**src/midi_track_event_parser_core_assert.svh**
```systemverilog
// assertion macros shared by the parser core
`ifndef MIDI_TRACK_EVENT_PARSER_CORE_ASSERT_SVH
`define MIDI_TRACK_EVENT_PARSER_CORE_ASSERT_SVH
`ifndef NO_ASSERTIONS
// condition must hold at every clock edge outside reset
`define MTEP_ASSERT_ALWAYS(label, clk, rst, cond) \
   label: assert property (@(posedge clk) disable iff (rst) (cond)) \
      else $error("parser check failed");
// antecedent implies consequent at the next clock
`define MTEP_ASSERT_NEXT(label, clk, rst, ante, cons) \
   label: assert property (@(posedge clk) disable iff (rst) (ante) |=> (cons)) \
      else $error("parser check failed");
`else
`define MTEP_ASSERT_ALWAYS(label, clk, rst, cond)
`define MTEP_ASSERT_NEXT(label, clk, rst, ante, cons)
`endif
`endif

```
**src/mtep_pkg.sv**
```systemverilog
// types, codes and helpers of the midi track event parser
package mtep_pkg;

   // parse phases
   typedef enum logic [2:0] {
      PH_DELTA   = 3'd0,
      PH_STATUS  = 3'd1,
      PH_DATA1   = 3'd2,
      PH_DATA2   = 3'd3,
      PH_MTYPE   = 3'd4,
      PH_LENGTH  = 3'd5,
      PH_PAYLOAD = 3'd6
   } phase_type;

   // result kinds
   typedef enum logic [2:0] {
      KIND_SHORT   = 3'd0,
      KIND_SYSEX   = 3'd1,
      KIND_META    = 3'd2,
      KIND_PAYLOAD = 3'd3,
      KIND_TRUNC   = 3'd4
   } kind_type;

   // data size class of a status byte
   typedef enum logic [2:0] {
      SZ_NONE,
      SZ_ONE,
      SZ_TWO,
      SZ_SYSEX,
      SZ_META
   } size_type;

   localparam logic [7:0] DATA_MASK   = 8'h7F;
   localparam logic [7:0] STATUS_FLAG = 8'h80;
   localparam logic [7:0] SYSTEM_BASE = 8'hF0;
   localparam logic [7:0] META_STATUS = 8'hFF;

   typedef struct packed {
      logic [7:0] data_byte;
      logic       track_last;
   } item_type;

   typedef struct packed {
      logic [2:0]  event_kind;
      logic [31:0] event_time;
      logic [7:0]  status_byte;
      logic [7:0]  first_data;
      logic [7:0]  second_data;
      logic [7:0]  meta_kind;
      logic [27:0] payload_length;
      logic [7:0]  payload_value;
      logic        event_done;
   } result_type;

   typedef struct packed {
      phase_type   phase;
      logic [7:0]  running_status;
      logic [31:0] time_total;
      logic [27:0] quantity_accum;
      logic [1:0]  quantity_bytes;
      logic [7:0]  held_data;
      logic [7:0]  held_meta_kind;
      logic [27:0] bytes_remaining;
   } state_type;

   localparam state_type STATE_RESET = '{
      phase:           PH_DELTA,
      running_status:  8'h00,
      time_total:      32'd0,
      quantity_accum:  28'd0,
      quantity_bytes:  2'd0,
      held_data:       8'h00,
      held_meta_kind:  8'h00,
      bytes_remaining: 28'd0
   };

   // how many data bytes follow a status
   function automatic size_type size_of(input logic [7:0] st);
      size_type sz;
      case (st) inside
         [8'h00:8'hBF]:  sz = SZ_TWO;
         [8'hC0:8'hDF]:  sz = SZ_ONE;
         [8'hE0:8'hEF]:  sz = SZ_TWO;
         8'hF1, 8'hF3:   sz = SZ_ONE;
         8'hF2:          sz = SZ_TWO;
         8'hF0, 8'hF7:   sz = SZ_SYSEX;
         8'hFF:          sz = SZ_META;
         default:        sz = SZ_NONE;
      endcase
      return sz;
   endfunction

endpackage

```
**src/mtep_req_if.sv**
```systemverilog
// byte channel into the parser
interface mtep_req_if;
   logic       valid;
   logic       ready;
   logic [7:0] data_byte;
   logic       track_last;

   modport source (output valid, output data_byte, output track_last, input ready);
   modport sink (input valid, input data_byte, input track_last, output ready);
endinterface

```
**src/mtep_rsp_if.sv**
```systemverilog
// event result channel out of the parser
interface mtep_rsp_if;
   logic        valid;
   logic        ready;
   logic [2:0]  event_kind;
   logic [31:0] event_time;
   logic [7:0]  status_byte;
   logic [7:0]  first_data;
   logic [7:0]  second_data;
   logic [7:0]  meta_kind;
   logic [27:0] payload_length;
   logic [7:0]  payload_value;
   logic        event_done;

   modport source (
      output valid, output event_kind, output event_time, output status_byte,
      output first_data, output second_data, output meta_kind,
      output payload_length, output payload_value, output event_done,
      input ready
   );
   modport sink (
      input valid, input event_kind, input event_time, input status_byte,
      input first_data, input second_data, input meta_kind,
      input payload_length, input payload_value, input event_done,
      output ready
   );
endinterface

```
**src/midi_track_event_parser_core.sv**
```systemverilog
// Standard MIDI file track body parser. Takes one track byte per item and
// returns at most one event result per byte: short channel or system events,
// sysex and meta headers, one result per sysex or meta payload byte, and a
// truncated result when the track ends inside an event. Delta times are summed
// into a wrapping 32-bit tick count, and running status is honored. A byte is
// accepted every clock cycle while results drain; its result passes from the
// input register through the single combinational parse step into the result
// register, where it is offered. A stalled result holds the byte in the input
// register and blocks further input. The byte flagged as last in the track
// resets all parser state, including the tick count.
module midi_track_event_parser_core
   import mtep_pkg::*;
(
   input  logic       clock,
   input  logic       reset,
   mtep_req_if.sink   req_chan,
   mtep_rsp_if.source rsp_chan
);

`include "midi_track_event_parser_core_assert.svh"

   item_type   in_ff, in_in;
   logic       in_valid_ff, in_valid_in;
   state_type  state_ff, state_in;
   result_type out_ff, out_in;
   logic       out_valid_ff, out_valid_in;

   logic       advance;
   state_type  step_state;
   logic       step_has;
   result_type step_res;

   // the held byte moves on when the result register is free or drains
   assign advance = in_valid_ff && (!out_valid_ff || rsp_chan.ready);
   assign req_chan.ready = !in_valid_ff || advance;

   mtep_step u_step (
      .cur_state  (state_ff),
      .item       (in_ff),
      .next_state (step_state),
      .has_result (step_has),
      .result     (step_res)
   );

   // input register
   always_comb begin
      in_in = in_ff;
      in_valid_in = in_valid_ff;
      if (req_chan.valid && req_chan.ready) begin
         in_in.data_byte = req_chan.data_byte;
         in_in.track_last = req_chan.track_last;
         in_valid_in = 1'b1;
      end else if (advance) begin
         in_valid_in = 1'b0;
      end
   end

   // parser state and result register
   always_comb begin
      state_in = state_ff;
      out_in = out_ff;
      out_valid_in = out_valid_ff;
      if (advance) begin
         state_in = step_state;
         out_valid_in = step_has;
         if (step_has) begin
            out_in = step_res;
         end
      end else if (rsp_chan.ready) begin
         out_valid_in = 1'b0;
      end
   end

   // control registers
   always_ff @(posedge clock) begin
      if (reset) begin
         in_valid_ff <= 1'b0;
         out_valid_ff <= 1'b0;
         state_ff <= STATE_RESET;
      end else begin
         in_valid_ff <= in_valid_in;
         out_valid_ff <= out_valid_in;
         state_ff <= state_in;
      end
   end

   // payload registers
   always_ff @(posedge clock) begin
      in_ff <= in_in;
      out_ff <= out_in;
   end

   assign rsp_chan.valid = out_valid_ff;
   assign rsp_chan.event_kind = out_ff.event_kind;
   assign rsp_chan.event_time = out_ff.event_time;
   assign rsp_chan.status_byte = out_ff.status_byte;
   assign rsp_chan.first_data = out_ff.first_data;
   assign rsp_chan.second_data = out_ff.second_data;
   assign rsp_chan.meta_kind = out_ff.meta_kind;
   assign rsp_chan.payload_length = out_ff.payload_length;
   assign rsp_chan.payload_value = out_ff.payload_value;
   assign rsp_chan.event_done = out_ff.event_done;

   // a full pipe with a stalled result must not take a byte
   `MTEP_ASSERT_ALWAYS(a_stall_blocks_input, clock, reset,
      !(in_valid_ff && out_valid_ff && !rsp_chan.ready) || !req_chan.ready)

   // last byte of a track leaves the parser at the delta phase with time zero
   `MTEP_ASSERT_NEXT(a_track_end_clears, clock, reset, advance && in_ff.track_last,
      state_ff.phase == PH_DELTA && state_ff.time_total == 32'd0
      && state_ff.running_status == 8'h00)

   // short events never carry sysex or meta fields
   `MTEP_ASSERT_ALWAYS(a_short_clean, clock, reset,
      !(out_valid_ff && out_ff.event_kind == KIND_SHORT)
      || (out_ff.meta_kind == 8'h00 && out_ff.payload_length == 28'd0 && out_ff.event_done))

endmodule

```
**src/mtep_step.sv**
```systemverilog
// one-byte parse step: next state and optional result
module mtep_step
   import mtep_pkg::*;
(
   input  state_type  cur_state,
   input  item_type   item,
   output state_type  next_state,
   output logic       has_result,
   output result_type result
);

   logic [7:0]  b;
   logic [27:0] vlq_acc;
   logic        vlq_done;
   logic [1:0]  vlq_bytes;
   logic [27:0] remain;
   logic        was_payload;
   state_type   nxt;

   // close an event: system status drops running status
   function automatic state_type end_event(input state_type s);
      state_type r;
      r = s;
      if (s.running_status >= SYSTEM_BASE) begin
         r.running_status = 8'h00;
      end
      r.held_data = 8'h00;
      r.held_meta_kind = 8'h00;
      r.quantity_accum = 28'd0;
      r.quantity_bytes = 2'd0;
      r.bytes_remaining = 28'd0;
      r.phase = PH_DELTA;
      return r;
   endfunction

   assign b = item.data_byte;

   // variable-length quantity, ends at four bytes
   assign vlq_acc = {cur_state.quantity_accum[20:0], 7'(b & DATA_MASK)};
   assign vlq_done = ((b & STATUS_FLAG) == 8'h00) || (cur_state.quantity_bytes == 2'd3);
   assign vlq_bytes = vlq_done ? 2'd0 : cur_state.quantity_bytes + 2'd1;
   assign remain = (cur_state.bytes_remaining != 28'd0) ?
                   cur_state.bytes_remaining - 28'd1 : 28'd0;

   // phase decode
   always_comb begin
      nxt = cur_state;
      has_result = 1'b0;
      result = '0;
      result.event_time = cur_state.time_total;
      was_payload = 1'b0;
      case (cur_state.phase)
         PH_STATUS: begin
            if ((b & STATUS_FLAG) != 8'h00) begin
               nxt.running_status = b;
               case (size_of(b))
                  SZ_NONE: begin
                     has_result = 1'b1;
                     result.event_kind = KIND_SHORT;
                     result.status_byte = b;
                     result.event_done = 1'b1;
                     nxt = end_event(nxt);
                  end
                  SZ_ONE, SZ_TWO: begin
                     nxt.phase = PH_DATA1;
                  end
                  SZ_SYSEX: begin
                     nxt.held_meta_kind = 8'h00;
                     nxt.quantity_accum = 28'd0;
                     nxt.quantity_bytes = 2'd0;
                     nxt.phase = PH_LENGTH;
                  end
                  default: begin
                     nxt.phase = PH_MTYPE;
                  end
               endcase
            end else if (cur_state.running_status == 8'h00) begin
               // orphan data byte taken as a one-byte delta
               nxt.time_total = cur_state.time_total + 32'(b & DATA_MASK);
               nxt.quantity_accum = 28'd0;
               nxt.quantity_bytes = 2'd0;
            end else if (size_of(cur_state.running_status) == SZ_ONE) begin
               has_result = 1'b1;
               result.event_kind = KIND_SHORT;
               result.status_byte = cur_state.running_status;
               result.first_data = b;
               result.event_done = 1'b1;
               nxt = end_event(nxt);
            end else begin
               nxt.held_data = b;
               nxt.phase = PH_DATA2;
            end
         end
         PH_DATA1: begin
            if (size_of(cur_state.running_status) == SZ_ONE) begin
               has_result = 1'b1;
               result.event_kind = KIND_SHORT;
               result.status_byte = cur_state.running_status;
               result.first_data = b;
               result.event_done = 1'b1;
               nxt = end_event(nxt);
            end else begin
               nxt.held_data = b;
               nxt.phase = PH_DATA2;
            end
         end
         PH_DATA2: begin
            has_result = 1'b1;
            result.event_kind = KIND_SHORT;
            result.status_byte = cur_state.running_status;
            result.first_data = cur_state.held_data;
            result.second_data = b;
            result.event_done = 1'b1;
            nxt = end_event(nxt);
         end
         PH_MTYPE: begin
            nxt.held_meta_kind = b;
            nxt.quantity_accum = 28'd0;
            nxt.quantity_bytes = 2'd0;
            nxt.phase = PH_LENGTH;
         end
         PH_LENGTH: begin
            nxt.quantity_accum = vlq_acc;
            nxt.quantity_bytes = vlq_bytes;
            if (vlq_done) begin
               nxt.bytes_remaining = vlq_acc;
               has_result = 1'b1;
               result.event_kind = (cur_state.running_status == META_STATUS) ?
                                   KIND_META : KIND_SYSEX;
               result.status_byte = cur_state.running_status;
               result.meta_kind = cur_state.held_meta_kind;
               result.payload_length = vlq_acc;
               result.event_done = (vlq_acc == 28'd0);
               if (vlq_acc == 28'd0) begin
                  nxt = end_event(nxt);
               end else begin
                  nxt.phase = PH_PAYLOAD;
               end
            end
         end
         PH_PAYLOAD: begin
            was_payload = 1'b1;
            nxt.bytes_remaining = remain;
            has_result = 1'b1;
            result.event_kind = KIND_PAYLOAD;
            result.status_byte = cur_state.running_status;
            result.meta_kind = cur_state.held_meta_kind;
            result.payload_length = cur_state.quantity_accum;
            result.payload_value = b;
            result.event_done = (remain == 28'd0);
            if (remain == 28'd0) begin
               nxt = end_event(nxt);
            end
         end
         default: begin
            // delta time
            nxt.phase = PH_DELTA;
            nxt.quantity_accum = vlq_acc;
            nxt.quantity_bytes = vlq_bytes;
            if (vlq_done) begin
               nxt.time_total = cur_state.time_total + 32'(vlq_acc);
               nxt.quantity_accum = 28'd0;
               nxt.phase = PH_STATUS;
            end
         end
      endcase

      // end of track: report a cut-short event unless at an event boundary, then clear everything
      if (item.track_last) begin
         if (!(nxt.phase == PH_DELTA && nxt.quantity_bytes == 2'd0)) begin
            has_result = 1'b1;
            result = '0;
            result.event_kind = KIND_TRUNC;
            result.event_time = nxt.time_total;
            if (nxt.phase >= PH_DATA1 && nxt.phase <= PH_PAYLOAD) begin
               result.status_byte = nxt.running_status;
               result.meta_kind = nxt.held_meta_kind;
            end
            if (nxt.phase == PH_DATA2) begin
               result.first_data = nxt.held_data;
            end
            if (nxt.phase == PH_PAYLOAD) begin
               result.payload_length = nxt.quantity_accum;
            end
            if (was_payload) begin
               result.payload_value = b;
            end
            result.event_done = 1'b1;
         end
         nxt = STATE_RESET;
      end
   end

   assign next_state = nxt;

endmodule

```
**src/flat_wrapper.sv**
```systemverilog
// flat-port wrapper written by rule: the top's interface ports become plain ports
module midi_track_event_parser_core_flat import mtep_pkg::*;
  (clock, reset, req_chan_valid, req_chan_data_byte, req_chan_track_last, req_chan_ready, rsp_chan_valid, rsp_chan_event_kind, rsp_chan_event_time, rsp_chan_status_byte, rsp_chan_first_data, rsp_chan_second_data, rsp_chan_meta_kind, rsp_chan_payload_length, rsp_chan_payload_value, rsp_chan_event_done, rsp_chan_ready);
  mtep_req_if req_chan_i ();
  mtep_rsp_if rsp_chan_i ();
  input  logic clock;
  input  logic reset;
  input wire logic [$bits(req_chan_i.valid)-1:0] req_chan_valid;
  input wire logic [$bits(req_chan_i.data_byte)-1:0] req_chan_data_byte;
  input wire logic [$bits(req_chan_i.track_last)-1:0] req_chan_track_last;
  output wire logic [$bits(req_chan_i.ready)-1:0] req_chan_ready;
  output wire logic [$bits(rsp_chan_i.valid)-1:0] rsp_chan_valid;
  output wire logic [$bits(rsp_chan_i.event_kind)-1:0] rsp_chan_event_kind;
  output wire logic [$bits(rsp_chan_i.event_time)-1:0] rsp_chan_event_time;
  output wire logic [$bits(rsp_chan_i.status_byte)-1:0] rsp_chan_status_byte;
  output wire logic [$bits(rsp_chan_i.first_data)-1:0] rsp_chan_first_data;
  output wire logic [$bits(rsp_chan_i.second_data)-1:0] rsp_chan_second_data;
  output wire logic [$bits(rsp_chan_i.meta_kind)-1:0] rsp_chan_meta_kind;
  output wire logic [$bits(rsp_chan_i.payload_length)-1:0] rsp_chan_payload_length;
  output wire logic [$bits(rsp_chan_i.payload_value)-1:0] rsp_chan_payload_value;
  output wire logic [$bits(rsp_chan_i.event_done)-1:0] rsp_chan_event_done;
  input wire logic [$bits(rsp_chan_i.ready)-1:0] rsp_chan_ready;
  assign req_chan_i.valid = req_chan_valid;
  assign req_chan_i.data_byte = req_chan_data_byte;
  assign req_chan_i.track_last = req_chan_track_last;
  assign req_chan_ready = req_chan_i.ready;
  assign rsp_chan_valid = rsp_chan_i.valid;
  assign rsp_chan_event_kind = rsp_chan_i.event_kind;
  assign rsp_chan_event_time = rsp_chan_i.event_time;
  assign rsp_chan_status_byte = rsp_chan_i.status_byte;
  assign rsp_chan_first_data = rsp_chan_i.first_data;
  assign rsp_chan_second_data = rsp_chan_i.second_data;
  assign rsp_chan_meta_kind = rsp_chan_i.meta_kind;
  assign rsp_chan_payload_length = rsp_chan_i.payload_length;
  assign rsp_chan_payload_value = rsp_chan_i.payload_value;
  assign rsp_chan_event_done = rsp_chan_i.event_done;
  assign rsp_chan_i.ready = rsp_chan_ready;
  midi_track_event_parser_core u_core (.clock(clock), .reset(reset), .req_chan(req_chan_i), .rsp_chan(rsp_chan_i));
endmodule
```
**config.mk**
```make
export PLATFORM = sky130hd
export DESIGN_NAME = midi_track_event_parser_core_flat
export DESIGN_NICKNAME = d
export VERILOG_FILES = /design/src/mtep_pkg.sv /design/src/mtep_req_if.sv /design/src/mtep_rsp_if.sv /design/src/midi_track_event_parser_core.sv /design/src/mtep_step.sv /design/src/flat_wrapper.sv
export VERILOG_INCLUDE_DIRS = /design/src /design/src/src
export SDC_FILE = /design/constraint.sdc
export NUM_CORES = 1
export LEC_CHECK = 0
export BUFFER_PORTS_ARGS = -buffer_cell sky130_fd_sc_hd__buf_2
export CAP_MARGIN = 20
export CORE_MARGIN = 2
export CORE_UTILIZATION = 30
export DETAILED_ROUTE_END_ITERATION = 10
export PLACE_DENSITY_LB_ADDON = 0.2
export SKIP_LAST_GASP = 1
export SYNTH_ARGS = -nofsm -noshare
export SYNTH_HDL_FRONTEND = slang
export SYNTH_SLANG_ARGS = --single-unit
```
**constraint.sdc**
```tcl
create_clock -name clock -period 11.89 [get_ports clock]
set_input_delay 1.189 -clock clock [delete_from_list [all_inputs] [get_ports clock]]
set_output_delay 1.189 -clock clock [all_outputs]
set_load 0.01 [all_outputs]
```
==> impl_results.md <==
- Worst setup path class: flip-flop to flip-flop
- Min cycle time layout: 5.22 ns
- Placed cell area: 0.0139 sq mm
- Max Clk Rate: 0.191 GHz
- Final setup viols: 0
- Outcome: finished clean
- TritonCTS Buffers: 29
- GRT Total Usage: 20.0%
- Power Total: 1.93 mW
- Psw: 461 uW
- RD Place Congestion: 0.900
- Inserted Diodes: 0
- Critical Path RT: 12.20 ns
- Clock power share: 49.4%
- GR Overflow Total: 0
- Fin. Hold Viols: 0
- Initial core utilization: 30.5%
- Final setup skew: 0.0151 ns
- Async SR Flop Fraction: 0%
- Setup bufs post-CTS: 0
- Area Growth Syn to Fin: 16.5%
- Number of global-route vias before repair: 11030
- Final instance area: 0.0150 sq mm
- Fill count: 4291
- Syn Nets: 1459
- Top post-synthesis cells by area: edfxtp_1, dfxtp_1, nand2_1, a22o_1, o21ai_0
- Pleak: 5.59 nW
- Post-Syn Area: 0.0128 sq mm
- Initial antenna violation count: 0
- Chip height: 211 microns
- Skew-Pair Late Insertion Delay: 0.57 ns
- Cell taking the most area after synthesis: edfxtp_1
- CP Max Fanout: 37
- Site Rows: 75
- Period utilization: 43.9%
- Die area: 0.0445 sq mm
- Finished Core Util: 35.5%
- DIE WIDTH: 211 microns
- Logic pwr share: 5.5%
- Slew Viols, Final: 0
- Post-Syn Instances: 1414
- Unrepaired setup endpoints after global routing: false
- Setup crit end kind: flip-flop
- Worst EP arrival: 5.54 ns
- Avg WL per Cell: 22.0 microns
- Cell with the most instances after synthesis: nand2_1
- Synthesis-stage register bit count: 232
- ANT nets after route: 0
- Largest net degree at the start of global routing: 61
- Clock transition at the registers of the reported paths: 0.06 ns
- Share of layout cells above drive strength 1: 15.5%
- Internal: 1.47 mW
- Placed cells: 2002
- YS warnings: 0
- Net Sw Frac: 23.9%
- Drt via density: 5.71
- Final setup TNS: 0 ns
- Critical Path Start Type: flip-flop
- Final WL: 45200 microns
- Initial DRT Pass Iterations: 5
- Ys flop type: dfxtp_1
- Nets: 1539
- Number of I/O port buffers: 118
- CTS tree: yes
- Root Driver: clkbuf_16
- Hold Buf Count CTS: 0
- Max_slew headroom: 27.6%
- Clock Path Buffers: 3
- Final Non-Filler Cells: 2056
- Slew @ Worst Pin: 1.08 ns
- DRC viols: 0
- Top-area cell type share of the netlist area: 26.4%
- MaxCap Viol Count: 0
- Post-synth EDFFs: 113
- Resize count post-CTS: 0
- TritonCTS Sinks: 232
- I/O pin total: 119
- CORE AREA: 0.0421 sq mm
- Initial drt markers: 1250
- Peak supply drop: 0.128 mV
- First-pass GRT wire length: 68700 microns
- Cell Pwr Density: 129 mW/mm^2
- Synth cell types: 82
- Seq pwr share: 45.0%
- Post-synth top cells: nand2_1, dfxtp_1, nor2_1, edfxtp_1, o21ai_0
- Htree depth: 1
- Vias: 11739
- Hpwl dp: 31700 microns
- Register area share after synthesis: 45.0%
- Average cell area after synthesis: 9.08 sq um
- Min-Delay Path Class: flip-flop to flip-flop
[area by class of cell]
class                           count  area, sq um  area share (%)
Inverter                           25         93.8           0.627
Tap cell                          539          674            4.51
Clock buffer                       32          747            4.99
Sequential cell                   232         5780            38.6
Clock inverter                     22          288            1.92
Timing Repair Buffer              141          763            5.10
Multi-Input combinational cell   1065         6620            44.3
[state kept, by name, indices dropped and copies added, names as in the netlist]
register                        count
u_core.rsp_chan.second_data         8
u_core.rsp_chan.event_kind          3
u_core.rsp_chan.event_done          1
u_core.state_ff                   117
u_core.rsp_chan.event_time         32
u_core.rsp_chan.valid               1
u_core.rsp_chan.status_byte         8
u_core.in_ff                        9
u_core.rsp_chan.first_data          8
u_core.rsp_chan.payload_value       8
u_core.rsp_chan.meta_kind           8
u_core.rsp_chan.payload_length     28
u_core.in_valid_ff                  1
[power groups by stage]
| stage | logic [mW] | clock network (mW) | registers (mW) |
|---|---|---|---|
| floorplan | 0.0625 | 0 | 0.882 |
| global placement | 0.106 | 0 | 0.885 |
| detailed placement | 0.106 | 0 | 0.886 |
| CTS | 0.107 | 0.976 | 0.869 |
| global route | 0.116 | 1.01 | 0.870 |
| finish | 0.107 | 0.954 | 0.869 |
[layer usage]
layer	wire length, microns	track usage, %	up-vias
li1	-	-	5478
met1	21500	29.1	5653
met2	19200	29.9	503
met3	2740	2.50	105
met4	1710	7.89	0
met5	0	0	-
[critical path, cell delays in order, from the launching register on]
cell	delay (ns)
dfxtp_1	0.37
inv_1	0.12
ha_1	0.35
nor3b_1	0.50
nand4_1	0.61
xor2_1	0.31
nand4_1	0.14
a2111oi_2	0.44
nand3b_1	0.15
and2_1	0.31
o21ai_4	0.16
buf_4	0.45
inv_2	0.38
nand2_2	0.27
mux2_2	0.37
[worst paths after layout]
check | start | to | slack, ns | cells after the start
hold reg to reg | u_core.state_ff[70] | u_core.state_ff[70] | 0.45 | 2
setup / recovery | u_core.state_ff[0] | u_core.rsp_chan.event_time[2] | 6.67 | 14
hold / removal | u_core.state_ff[70] | u_core.state_ff[70] | 0.45 | 2
setup reg to reg | u_core.state_ff[0] | u_core.rsp_chan.event_time[2] | 6.67 | 14
[logic make-up (layout without fill, tap and decap cells)]
kind of cell	after synthesis	after routing	synth area share [%]
AO/OA/AOI/OAI	444	444	23.9
XOR/XNOR	40	40	2.73
adder cells (fa/ha/maj)	32	32	3.18
buffers and inverters	117	220	3.65
flip-flops	232	232	45.0
multiplexers	24	24	2.04
AND/OR/NAND/NOR	525	525	19.5
[layout by cell type, fill, tap and decap left out, types with 23 or more instances in the layout]
master and count:
nand2_1 194, dfxtp_1 119, buf_2 118, nor2_1 114
edfxtp_1 113, o21ai_0 89, a22o_1 82, a21oi_1 80
nand3_1 37, nor3_1 36, xnor2_1 31, ha_1 31
a22oi_1 30, clkbuf_16 29, buf_4 23
[metrics by stage]
| step | setup slack, ns | hold slack, ns |
|---|---|---|
| floorplan | 3.66 | 0.427 |
| global placement | 7.02 | 0.440 |
| detailed placement | 6.74 | 0.451 |
| CTS | 6.70 | 0.460 |
| global route | 6.30 | 0.477 |
| finish | 6.67 | 0.455 |
(Power assumes the default switching activity.)
